**config.mk**
```make
export PLATFORM = sky130hd
export DESIGN_NAME = pixel_quantize_rle_encoder
export DESIGN_NICKNAME = d
export VERILOG_FILES = /design/src/rtl/prq_pkg.sv /design/src/rtl/prq_front.sv /design/src/rtl/prq_queue.sv /design/src/rtl/prq_back.sv /design/src/rtl/pixel_quantize_rle_encoder.sv
export SDC_FILE = /design/constraint.sdc
export NUM_CORES = 1
export LEC_CHECK = 0
export BUFFER_PORTS_ARGS = -buffer_cell sky130_fd_sc_hd__buf_2
export CAP_MARGIN = 5
export CORE_MARGIN = 5
export CORE_UTILIZATION = 39
export CTS_BUF_LIST = sky130_fd_sc_hd__clkbuf_16
export DETAILED_ROUTE_END_ITERATION = 16
export PLACE_DENSITY = 0.59
export SLEW_MARGIN = 20
export SYNTH_ARGS = -nofsm -noshare
export SYNTH_HDL_FRONTEND = slang
export SYNTH_SLANG_ARGS = --single-unit
```
**constraint.sdc**
```tcl
create_clock -name clk -period 13.02 [get_ports clk]
set_clock_uncertainty 0.1 [all_clocks]
set_input_delay 0.651 -clock clk [delete_from_list [all_inputs] [get_ports clk]]
set_output_delay 0.651 -clock clk [all_outputs]
set_load 0.01 [all_outputs]
```
**src/rtl/prq_pkg.sv**
```systemverilog
`timescale 1ns / 1ps
// ----------------------------------------------------------------------------
// prq_pkg: shared types and constants of the pixel quantizer / run encoder
// Holds the register indexes, channel mode codes, counter limits and the
// job word passed from the classifying front end to the run encoder.
// ----------------------------------------------------------------------------
package prq_pkg;

  // configuration register indexes
  localparam logic CFG_QUANT_LEVELS = 1'b0;
  localparam logic CFG_CHANNEL_MODE = 1'b1;

  // channel mode codes; every other code behaves as grey
  localparam logic [2:0] MODE_RED   = 3'd0;
  localparam logic [2:0] MODE_GREEN = 3'd1;
  localparam logic [2:0] MODE_BLUE  = 3'd2;
  localparam logic [2:0] MODE_ALL   = 3'd3;
  localparam logic [2:0] MODE_GREY  = 3'd4;

  localparam int LEVELS_W = 6;
  localparam int MODE_W   = 3;
  localparam int PIX_W    = 8;
  localparam int SYM_W    = 5;
  localparam int RUN_LEN_W = 16;

  localparam logic [LEVELS_W-1:0] LEVELS_MIN   = 6'd4;
  localparam logic [LEVELS_W-1:0] LEVELS_MAX   = 6'd32;
  localparam logic [LEVELS_W-1:0] LEVELS_RESET = 6'd16;

  // divide-by-three reciprocal: floor(s * 683 / 2048) == floor(s / 3) for s < 768
  localparam int SUM_W     = PIX_W + 2;
  localparam int RECIP_W   = 10;
  localparam logic [RECIP_W-1:0] RECIP_THIRD = 10'd683;
  localparam int RECIP_SHIFT = 11;

  // run counter
  localparam int COUNT_BITS = 16;
  localparam logic [COUNT_BITS-1:0] CNT_MAX = {COUNT_BITS{1'b1}};

  // job queue
  localparam int QDEPTH = 4;
  localparam int QAW    = $clog2(QDEPTH);
  localparam int QCW    = $clog2(QDEPTH + 1);

  // one classified pixel: up to three symbols in feed order
  typedef struct packed {
    logic [2:0][SYM_W-1:0] sym;
    logic                  three;  // all three symbols are fed, else only sym[0]
    logic                  last;   // flush the open run after the symbols
  } job_t;

endpackage

```
**src/rtl/prq_front.sv**
```systemverilog
`timescale 1ns / 1ps
// ----------------------------------------------------------------------------
// prq_front: pixel intake and quantizer
// Registers each pixel with its channel selection (and grey average), then
// quantizes the selected channels and pushes one job word to the queue.
// ----------------------------------------------------------------------------
module prq_front (
  input  logic                           clk,
  input  logic                           rst_n,
  input  logic [prq_pkg::LEVELS_W-1:0]   quant_levels,
  input  logic [prq_pkg::MODE_W-1:0]     channel_mode,
  input  logic                           pix_valid,
  output logic                           pix_ready,
  input  logic [prq_pkg::PIX_W-1:0]      red,
  input  logic [prq_pkg::PIX_W-1:0]      green,
  input  logic [prq_pkg::PIX_W-1:0]      blue,
  input  logic                           last_pixel,
  output logic                           job_wr,
  output prq_pkg::job_t                  job,
  input  logic                           q_full
);

  localparam int PROD_W = prq_pkg::PIX_W + prq_pkg::LEVELS_W;
  localparam int AVG_W  = prq_pkg::SUM_W + prq_pkg::RECIP_W;

  logic                                s1_v_r;
  logic [2:0][prq_pkg::PIX_W-1:0]      s1_val_r;
  logic                                s1_three_r;
  logic                                s1_last_r;

  logic [2:0][prq_pkg::PIX_W-1:0]      sel_val;
  logic                                sel_three;
  logic [prq_pkg::SUM_W-1:0]           sum;
  logic [AVG_W-1:0]                    avg_prod;
  logic [prq_pkg::PIX_W-1:0]           grey;
  logic [prq_pkg::LEVELS_W-1:0]        lv;
  logic [2:0][PROD_W-1:0]              prod;

  assign sum = prq_pkg::SUM_W'(red) + prq_pkg::SUM_W'(green) + prq_pkg::SUM_W'(blue);
  assign avg_prod = AVG_W'(sum) * AVG_W'(prq_pkg::RECIP_THIRD);
  assign grey = avg_prod[prq_pkg::RECIP_SHIFT +: prq_pkg::PIX_W];

  always_comb begin
    sel_val   = '0;
    sel_three = 1'b0;
    unique case (channel_mode)
      prq_pkg::MODE_RED:   sel_val[0] = red;
      prq_pkg::MODE_GREEN: sel_val[0] = green;
      prq_pkg::MODE_BLUE:  sel_val[0] = blue;
      prq_pkg::MODE_ALL: begin
        sel_val   = {blue, green, red};
        sel_three = 1'b1;
      end
      default:             sel_val[0] = grey;  // grey and unused codes
    endcase
  end

  // stage 1 advances when empty or when its job enters the queue
  assign job_wr    = s1_v_r && !q_full;
  assign pix_ready = !s1_v_r || job_wr;

  always_ff @(posedge clk) begin
    if (!rst_n) begin
      s1_v_r <= 1'b0;
    end else if (pix_ready) begin
      s1_v_r <= pix_valid;
    end
  end

  always_ff @(posedge clk) begin
    if (pix_ready && pix_valid) begin
      s1_val_r   <= sel_val;
      s1_three_r <= sel_three;
      s1_last_r  <= last_pixel;
    end
  end

  // clamp the level count so every symbol fits in five bits
  always_comb begin
    if (quant_levels < prq_pkg::LEVELS_MIN) begin
      lv = prq_pkg::LEVELS_MIN;
    end else if (quant_levels > prq_pkg::LEVELS_MAX) begin
      lv = prq_pkg::LEVELS_MAX;
    end else begin
      lv = quant_levels;
    end
  end

  always_comb begin
    for (int i = 0; i < 3; i++) begin
      prod[i]    = PROD_W'(s1_val_r[i]) * PROD_W'(lv);
      job.sym[i] = prod[i][prq_pkg::PIX_W +: prq_pkg::SYM_W];
    end
    job.three = s1_three_r;
    job.last  = s1_last_r;
  end

endmodule

```
**src/rtl/prq_queue.sv**
```systemverilog
`timescale 1ns / 1ps
// ----------------------------------------------------------------------------
// prq_queue: job queue between front end and run encoder
// Small register FIFO; write and read may happen in the same cycle.
// ----------------------------------------------------------------------------
module prq_queue (
  input  logic          clk,
  input  logic          rst_n,
  input  logic          wr,
  input  prq_pkg::job_t wr_job,
  output logic          full,
  input  logic          rd,
  output logic          rd_valid,
  output prq_pkg::job_t rd_job
);

  prq_pkg::job_t                   mem_r [prq_pkg::QDEPTH];
  logic [prq_pkg::QAW-1:0]         wptr_r;
  logic [prq_pkg::QAW-1:0]         rptr_r;
  logic [prq_pkg::QCW-1:0]         cnt_r;
  logic                            do_wr;
  logic                            do_rd;

  assign full     = (cnt_r == prq_pkg::QCW'(prq_pkg::QDEPTH));
  assign rd_valid = (cnt_r != '0);
  assign do_wr    = wr && !full;
  assign do_rd    = rd && rd_valid;
  assign rd_job   = mem_r[rptr_r];

  always_ff @(posedge clk) begin
    if (!rst_n) begin
      wptr_r <= '0;
      rptr_r <= '0;
      cnt_r  <= '0;
    end else begin
      if (do_wr) begin
        wptr_r <= wptr_r + 1'b1;
      end
      if (do_rd) begin
        rptr_r <= rptr_r + 1'b1;
      end
      if (do_wr && !do_rd) begin
        cnt_r <= cnt_r + 1'b1;
      end else if (do_rd && !do_wr) begin
        cnt_r <= cnt_r - 1'b1;
      end
    end
  end

  always_ff @(posedge clk) begin
    if (do_wr) begin
      mem_r[wptr_r] <= wr_job;
    end
  end

endmodule

```
**src/rtl/prq_back.sv**
```systemverilog
`timescale 1ns / 1ps
// ----------------------------------------------------------------------------
// prq_back: run-length encoder
// Feeds the head job's symbols into the open run, lists the records it closes
// and sends them through the output register, one per cycle unless stalled.
// ----------------------------------------------------------------------------
module prq_back (
  input  logic                            clk,
  input  logic                            rst_n,
  input  logic                            q_valid,
  input  prq_pkg::job_t                   q_job,
  output logic                            q_rd,
  output logic                            rec_valid,
  input  logic                            rec_ready,
  output logic [prq_pkg::SYM_W-1:0]       rec_value,
  output logic [prq_pkg::RUN_LEN_W-1:0]   rec_length,
  output logic                            rec_item_last,
  output logic                            rec_image_end
);

  // run state
  logic                               run_open_r;
  logic [prq_pkg::SYM_W-1:0]          open_val_r;
  logic [prq_pkg::COUNT_BITS-1:0]     open_cnt_r;
  logic [1:0]                         idx_r;

  // output register
  logic                               out_v_r;
  logic [prq_pkg::SYM_W-1:0]          out_val_r;
  logic [prq_pkg::RUN_LEN_W-1:0]      out_len_r;
  logic                               out_ilast_r;
  logic                               out_end_r;

  // records of the head job, computed from the current run state
  logic                               op_nxt;
  logic [prq_pkg::SYM_W-1:0]          val_nxt;
  logic [prq_pkg::COUNT_BITS-1:0]     cnt_nxt;
  logic [2:0]                         rec_cnt;
  logic [3:0][prq_pkg::SYM_W-1:0]     rv;
  logic [3:0][prq_pkg::COUNT_BITS-1:0] rl;
  logic [3:0]                         re;
  logic [prq_pkg::SYM_W-1:0]          s;

  logic                               can_load;
  logic                               step;
  logic                               at_last;

  always_comb begin
    op_nxt  = run_open_r;
    val_nxt = open_val_r;
    cnt_nxt = open_cnt_r;
    rec_cnt = '0;
    rv      = '0;
    rl      = '0;
    re      = '0;
    s       = '0;
    for (int i = 0; i < 3; i++) begin
      if (i == 0 || q_job.three) begin
        s = q_job.sym[i];
        if (!op_nxt) begin
          op_nxt  = 1'b1;
          val_nxt = s;
          cnt_nxt = prq_pkg::COUNT_BITS'(1);
        end else if (s == val_nxt && cnt_nxt != prq_pkg::CNT_MAX) begin
          cnt_nxt = cnt_nxt + 1'b1;
        end else begin
          // value change or full counter: close the run
          rv[rec_cnt[1:0]] = val_nxt;
          rl[rec_cnt[1:0]] = cnt_nxt;
          rec_cnt          = rec_cnt + 1'b1;
          val_nxt          = s;
          cnt_nxt          = prq_pkg::COUNT_BITS'(1);
        end
      end
    end
    // last pixel: flush the open run and start the next image afresh
    if (q_job.last) begin
      rv[rec_cnt[1:0]] = val_nxt;
      rl[rec_cnt[1:0]] = cnt_nxt;
      re[rec_cnt[1:0]] = 1'b1;
      rec_cnt          = rec_cnt + 1'b1;
      op_nxt           = 1'b0;
      val_nxt          = '0;
      cnt_nxt          = '0;
    end
  end

  assign can_load = !out_v_r || rec_ready;
  assign step     = q_valid && can_load;
  assign at_last  = (rec_cnt == '0) || (idx_r == 2'(rec_cnt - 3'd1));
  assign q_rd     = step && at_last;

  always_ff @(posedge clk) begin
    if (!rst_n) begin
      run_open_r <= 1'b0;
      open_val_r <= '0;
      open_cnt_r <= '0;
      idx_r      <= '0;
    end else if (step) begin
      if (at_last) begin
        run_open_r <= op_nxt;
        open_val_r <= val_nxt;
        open_cnt_r <= cnt_nxt;
        idx_r      <= '0;
      end else begin
        idx_r <= idx_r + 1'b1;
      end
    end
  end

  always_ff @(posedge clk) begin
    if (!rst_n) begin
      out_v_r <= 1'b0;
    end else if (can_load) begin
      out_v_r <= q_valid && (rec_cnt != '0);
    end
  end

  always_ff @(posedge clk) begin
    if (step && rec_cnt != '0) begin
      out_val_r   <= rv[idx_r];
      out_len_r   <= prq_pkg::RUN_LEN_W'(rl[idx_r]);
      out_ilast_r <= at_last;
      out_end_r   <= re[idx_r];
    end
  end

  assign rec_valid     = out_v_r;
  assign rec_value     = out_val_r;
  assign rec_length    = out_len_r;
  assign rec_item_last = out_ilast_r;
  assign rec_image_end = out_end_r;

  // a run is open exactly when its count is nonzero
  a_open_count: assert property (@(posedge clk) disable iff (!rst_n)
    run_open_r == (open_cnt_r != '0))
    else $error("run open flag and count disagree");

  // the record index stays inside the head job's record list
  a_idx_range: assert property (@(posedge clk) disable iff (!rst_n)
    (idx_r != 2'd0) |-> (q_valid && rec_cnt > 3'(idx_r)))
    else $error("record index beyond the job's records");

  // an image end record also closes the pixel's record list
  a_end_is_last: assert property (@(posedge clk) disable iff (!rst_n)
    (out_v_r && out_end_r) |-> out_ilast_r)
    else $error("image end record not marked as last of its pixel");

  // a pending record holds while the sink stalls
  a_hold_stall: assert property (@(posedge clk) disable iff (!rst_n)
    (out_v_r && !rec_ready) |=> (out_v_r && $stable(out_val_r) && $stable(out_len_r)))
    else $error("stalled record changed");

endmodule

```
**src/rtl/pixel_quantize_rle_encoder.sv**
```systemverilog
`timescale 1ns / 1ps
// ----------------------------------------------------------------------------
// pixel_quantize_rle_encoder: RGB24 pixel quantizer with run-length coding
// Top level: configuration registers, front end, job queue, run encoder.
// ----------------------------------------------------------------------------
// One RGB24 pixel enters per in_ word; the channel mode picks red, green,
// blue, all three (fed red, green, blue in that order) or the grey average
// floor((r+g+b)/3), and each channel value v becomes the symbol
// (v*levels)>>8 with levels clamped to 4..32. Equal symbols collapse into
// runs; a run closes on a value change or when its count reaches 65535, and
// each closed run leaves as one out_ word (value, length). A pixel with
// in_tlast set flushes the open run as a record with out_tlast set, and the
// next pixel starts a new image. out_tuser[0] marks the last record caused
// by a pixel. Pixels are taken one per cycle while the job queue has room;
// the encoder sends the records of a pixel one per cycle through the output
// register while out_tready is high, so the single record port sets the
// sustained rate. A four-entry job queue sits between the one-register
// quantizing front end and the encoder so that a burst of records does not
// stall the pixel source at once. The first record of a pixel passes the
// front-end register, the job queue and the output register before it shows
// on out_tvalid. Write configuration only while the block is idle.
// ----------------------------------------------------------------------------
module pixel_quantize_rle_encoder (
  input  logic        clk,
  input  logic        rst_n,
  // configuration write port
  input  logic        cfg_we,
  input  logic        cfg_index,
  input  logic [5:0]  cfg_wdata,
  // pixel input
  input  logic        in_tvalid,
  output logic        in_tready,
  input  logic [23:0] in_tdata,   // red[7:0], green[15:8], blue[23:16]
  input  logic        in_tlast,   // last_pixel
  // run records
  output logic        out_tvalid,
  input  logic        out_tready,
  output logic [23:0] out_tdata,  // run_value[4:0], run_length[20:5], zero pad
  output logic [0:0]  out_tuser,  // item_last[0]
  output logic        out_tlast   // image_end
);

  logic [prq_pkg::LEVELS_W-1:0]  quant_levels_r;
  logic [prq_pkg::MODE_W-1:0]    channel_mode_r;

  logic                          job_wr;
  prq_pkg::job_t                 job;
  logic                          q_full;
  logic                          q_rd;
  logic                          q_valid;
  prq_pkg::job_t                 q_job;

  logic [prq_pkg::SYM_W-1:0]     rec_value;
  logic [prq_pkg::RUN_LEN_W-1:0] rec_length;
  logic                          rec_item_last;
  logic                          rec_image_end;

  // configuration registers; the user must write them only while idle, the block itself does not enforce it
  always_ff @(posedge clk) begin
    if (!rst_n) begin
      quant_levels_r <= prq_pkg::LEVELS_RESET;
      channel_mode_r <= prq_pkg::MODE_ALL;
    end else if (cfg_we) begin
      unique case (cfg_index)
        prq_pkg::CFG_QUANT_LEVELS: quant_levels_r <= cfg_wdata[prq_pkg::LEVELS_W-1:0];
        prq_pkg::CFG_CHANNEL_MODE: channel_mode_r <= cfg_wdata[prq_pkg::MODE_W-1:0];
        default: ;
      endcase
    end
  end

  // front end: select channels, average for grey, quantize
  prq_front u_front (
    .clk          (clk),
    .rst_n        (rst_n),
    .quant_levels (quant_levels_r),
    .channel_mode (channel_mode_r),
    .pix_valid    (in_tvalid),
    .pix_ready    (in_tready),
    .red          (in_tdata[7:0]),
    .green        (in_tdata[15:8]),
    .blue         (in_tdata[23:16]),
    .last_pixel   (in_tlast),
    .job_wr       (job_wr),
    .job          (job),
    .q_full       (q_full)
  );

  // hold classified pixels while the encoder drains records
  prq_queue u_queue (
    .clk      (clk),
    .rst_n    (rst_n),
    .wr       (job_wr),
    .wr_job   (job),
    .full     (q_full),
    .rd       (q_rd),
    .rd_valid (q_valid),
    .rd_job   (q_job)
  );

  // back end: run tracking and record output
  prq_back u_back (
    .clk           (clk),
    .rst_n         (rst_n),
    .q_valid       (q_valid),
    .q_job         (q_job),
    .q_rd          (q_rd),
    .rec_valid     (out_tvalid),
    .rec_ready     (out_tready),
    .rec_value     (rec_value),
    .rec_length    (rec_length),
    .rec_item_last (rec_item_last),
    .rec_image_end (rec_image_end)
  );

  // pack the record word
  assign out_tdata = {3'b000, rec_length, rec_value};
  assign out_tuser = rec_item_last;
  assign out_tlast = rec_image_end;

endmodule
```
==> flow_metrics.py <==
metrics = {
    "synth": {
        "netlist_area_um2": 16600,
        "synth_warnings": 0,
        "synth_fa_ha_area_share_pct": 22.3,
        "synth.area.top_cells": "edfxtp_1, fa_1, ha_1",
        "yosysTopAreaCell": "edfxtp_1",
        "ys_seq_area_share_pct": 26.5,
        "synthMuxAreaShare_pct": 5.24,
        "avgSynthCellArea_um2": 9.25,
        "yosysTopAreaCellShare_pct": 21.2,
        "ys_types": 104,
        "synth_edf_count": 117,
        "synthSimpleGateAreaFrac_pct": 19.7,
        "synth_ff_type": "edfxtp_1",
        "synth_seq_cells": 161,
        "ys_async_sr_fraction_pct": 0,
        "synth_compound_area_share_pct": 14.8,
        "synth_cells": 1789,
        "synth_top_family_by_area": "adder cells",
        "synth_xor_area_share_pct": 5.73,
    },
    "floorplanning": {
        "core_area_um2": 41900,
        "fp-row-count": 75,
        "dieHeight_um": 216,
        "die_area_um2": 46700,
        "start_util_pct": 39.5,
        "ios": 65,
        "die_x_um": 216,
    },
    "worst_hold_path": {
        "holdPathStages": 1,
        "hold_path.class": "input port to flip-flop",
        "hold_path_end": "u_front.s1_last_r$_DFFE_PP_",
        "hold_path.startpoint": "in_tlast",
    },
    "clocking": {
        "insertion_delay_ns": 0.46,
        "htreeDepth": 4,
        "clk_pin_slew_worst_paths_ns": 0.07,
        "cts_buffers": 17,
        "root_buffer": "clkbuf_16",
        "cts_setup_buffers": 0,
        "cts_hold_buf": 0,
        "cts_resized": 0,
        "cts_tree": "done",
        "clock_path_buffers": 2,
        "cts_sinks": 161,
    },
    "timing": {
        "setup_viol_count_final": 0,
        "rsz0062_at_grt": "no",
        "min_period_ns": 10.33,
        "period_share_pct": 79.3,
        "worstMarginPinSlew_ns": 1.22,
        "maxSlewViolCount": 0,
        "fmax_ghz": 0.0968,
        "hold_violations": 0,
        "tns_ns": 0,
        "max_slew_margin_pct": 18.8,
    },
    "power_and_ir_drop": {
        "power_density_nw_per_um2": 251,
        "leakage_uw": 0.00736,
        "vdd_drop_max_mv": 0.216,
        "finalPower_uw": 4500,
    },
    "setup_path": {
        "reg2reg_slack_ns": 2.69,
        "cp.required_ns": 13.30,
        "crit_top_cell": "ha_1",
        "cp-start-kind": "flip-flop",
        "crit_family": "simple AND/OR/NAND/NOR gates",
        "slowest_delay_ns": 0.89,
        "slowest_stage": "dfxtp_1",
        "r2r_cells": 36,
        "cp_num_buf_inv": 3,
        "worst-setup-path-type": "flip-flop to flip-flop",
        "r2r-end": "u_queue.cnt_r[2]$_SDFFE_PN0P_",
        "path_depth": 36,
        "cp-end-kind": "flip-flop",
        "arrival_ns": 10.61,
        "path_max_fanout": 19,
    },
    "layout": {
        "nFillCells": 4081,
        "multi_input_area_um2": 11300,
        "final_util_pct": 42.7,
        "area_growth_pct": 8.21,
        "final_cells": 2351,
        "layout-drive-gt1-share_pct": 9.55,
        "nNetsFinal": 2074,
        "ff_latch_area_um2": 4390,
    },
    "global_routing": {
        "grt_pass1_wl_mm": 76.7,
        "grt_use_total_pct": 20.5,
        "gr-total-overflow": 0,
        "first_global_vias": 13700,
        "antenna_found_initial": 1,
        "grt_max_degree": 48,
    },
    "detailed_routing": {
        "viasPerCell": 5.83,
        "drcViolationCount": 0,
        "dr_total_vias": 13700,
        "routedWlPerCell_um": 20.5,
        "first_pass_iters": 5,
        "wl_mm": 48.2,
        "ant_nets": 0,
        "drtIter0Drc": 1029,
    },
    "placed_design": {
        "dp_cells": 2318,
        "dp_hpwl_mm": 37.3,
        "port_buffers": 61,
        "place_congestion": 0.967,
    },
    "status": {
        "outcome": "complete, no violations",
    },
    "job": {
        "maxCapViolCount": 0,
    },
}
-- power by group --
part / switching (uW) / internal, uW / total (uW)
sequential: 66.9 / 718 / 785
combinational: 1910 / 1300 / 3210
clock: 235 / 269 / 504
total: 2210 / 2280 / 4500
-- metal layers --
metal / part of all wire (%) / up-vias / global-route usage (%)
met1: 42 / 6690 / 26.3
met3: 7.0 / 109 / 4.41
met2: 47 / 468 / 34.4
met5: 0.027 / - / 0
li1: - / 6427 / -
met4: 3.4 / 2 / 7.48
-- cell families (layout without fill, tap and decap cells) --
| kind of cell | count (synthesis) | in the layout |
|---|---|---|
| and+or+nand+nor | 636 | 636 |
| AOI/OAI and AO/OA | 349 | 349 |
| adders and majority gates | 239 | 239 |
| muxes | 64 | 64 |
| DFF | 161 | 161 |
| buffers and inverters | 237 | 257 |
| other | 1 | 4 |
| xor gates and xnor gates | 102 | 102 |
-- flip-flops by register name, summed over array words and instances, names as in the netlist, named ones only --
register and count:
u_queue.wptr_r 2, u_back.open_val_r 5, u_back.rec_length 16, u_front.s1_v_r 1
u_back.rec_item_last 1, u_back.idx_r 2, u_queue.cnt_r 3, quant_levels_r 6
u_queue.mem_r 68, u_queue.rptr_r 2, u_front.s1_val_r 24, u_back.open_cnt_r 16
u_back.rec_image_end 1, channel_mode_r 3, u_front.s1_three_r 1, u_back.run_open_r 1
u_back.rec_valid 1, u_back.rec_value 5, u_front.s1_last_r 1
-- stage by stage --
stage | area (um2) | worst slack [ns] | hold slack [ns]
2_1_floorplan | 16600 | 4.09 | 0.359
3_3_place_gp | 17300 | 3.08 | 0.377
3_5_place_dp | 17300 | 2.83 | 0.388
4_1_cts | 17900 | 2.79 | 0.252
5_1_grt | 17900 | 1.93 | 0.261
6_report | 17900 | 2.69 | 0.277
-- worst max-delay path by stage --
stage	from	endpoint	slack [ns]
after floorplan	flip-flop	u_queue.cnt_r[2]$_SDFFE_PN0P_	4.09
after global placement	flip-flop	u_queue.cnt_r[2]$_SDFFE_PN0P_	3.08
after detailed placement	flip-flop	u_queue.cnt_r[2]$_SDFFE_PN0P_	2.83
after CTS	flip-flop	u_queue.cnt_r[2]$_SDFFE_PN0P_	2.79
after global routing	flip-flop	u_queue.cnt_r[2]$_SDFFE_PN0P_	1.93
final	flip-flop	u_queue.cnt_r[2]$_SDFFE_PN0P_	2.69
-- cell type report --
class                      count  area share [%]
clock inverter                15           0.852
inverter                     142            2.99
sequential                   161            24.5
antenna                        1          0.0140
tap                          539            3.76
clock buffer                  17            2.37
timing repair buffer          83            2.63
multi-input combinational   1393            62.9
-- cell usage after synthesis (16+ instances only) --
cell type,instances
a21oi_1,52
inv_1,140
o21ai_0,64
nor2_1,85
mux4_2,17
mux2i_1,36
ha_1,146
nor2b_1,19
and2_1,85
nand3_1,55
nand2_1,212
and3_1,17
buf_2,16
clkbuf_1,66
xor2_1,31
fa_1,93
dfxtp_1,44
xnor2_1,66
a211oi_1,30
nor3_1,50
o21a_1,22
nand4_1,34
edfxtp_1,117
a21o_1,19
-- cell usage in the layout, fill, tap and decap left out, types with 17 or more instances in the layout --
cell type / synthesis / final
nand2_1: 212 / 212
ha_1: 146 / 146
inv_1: 140 / 141
edfxtp_1: 117 / 117
fa_1: 93 / 93
and2_1: 85 / 85
nor2_1: 85 / 84
xnor2_1: 66 / 66
o21ai_0: 64 / 62
buf_2: 16 / 61
nand3_1: 55 / 55
a21oi_1: 52 / 52
nor3_1: 50 / 50
dfxtp_1: 44 / 44
mux2i_1: 36 / 36
nand4_1: 34 / 34
xor2_1: 31 / 31
a211oi_1: 30 / 30
o21a_1: 22 / 22
buf_4: 5 / 22
nor2b_1: 19 / 19
a21o_1: 19 / 19
mux4_2: 17 / 17
and3_1: 17 / 17
clkbuf_16: 0 / 17
Power figures use the tool's default switching activity.
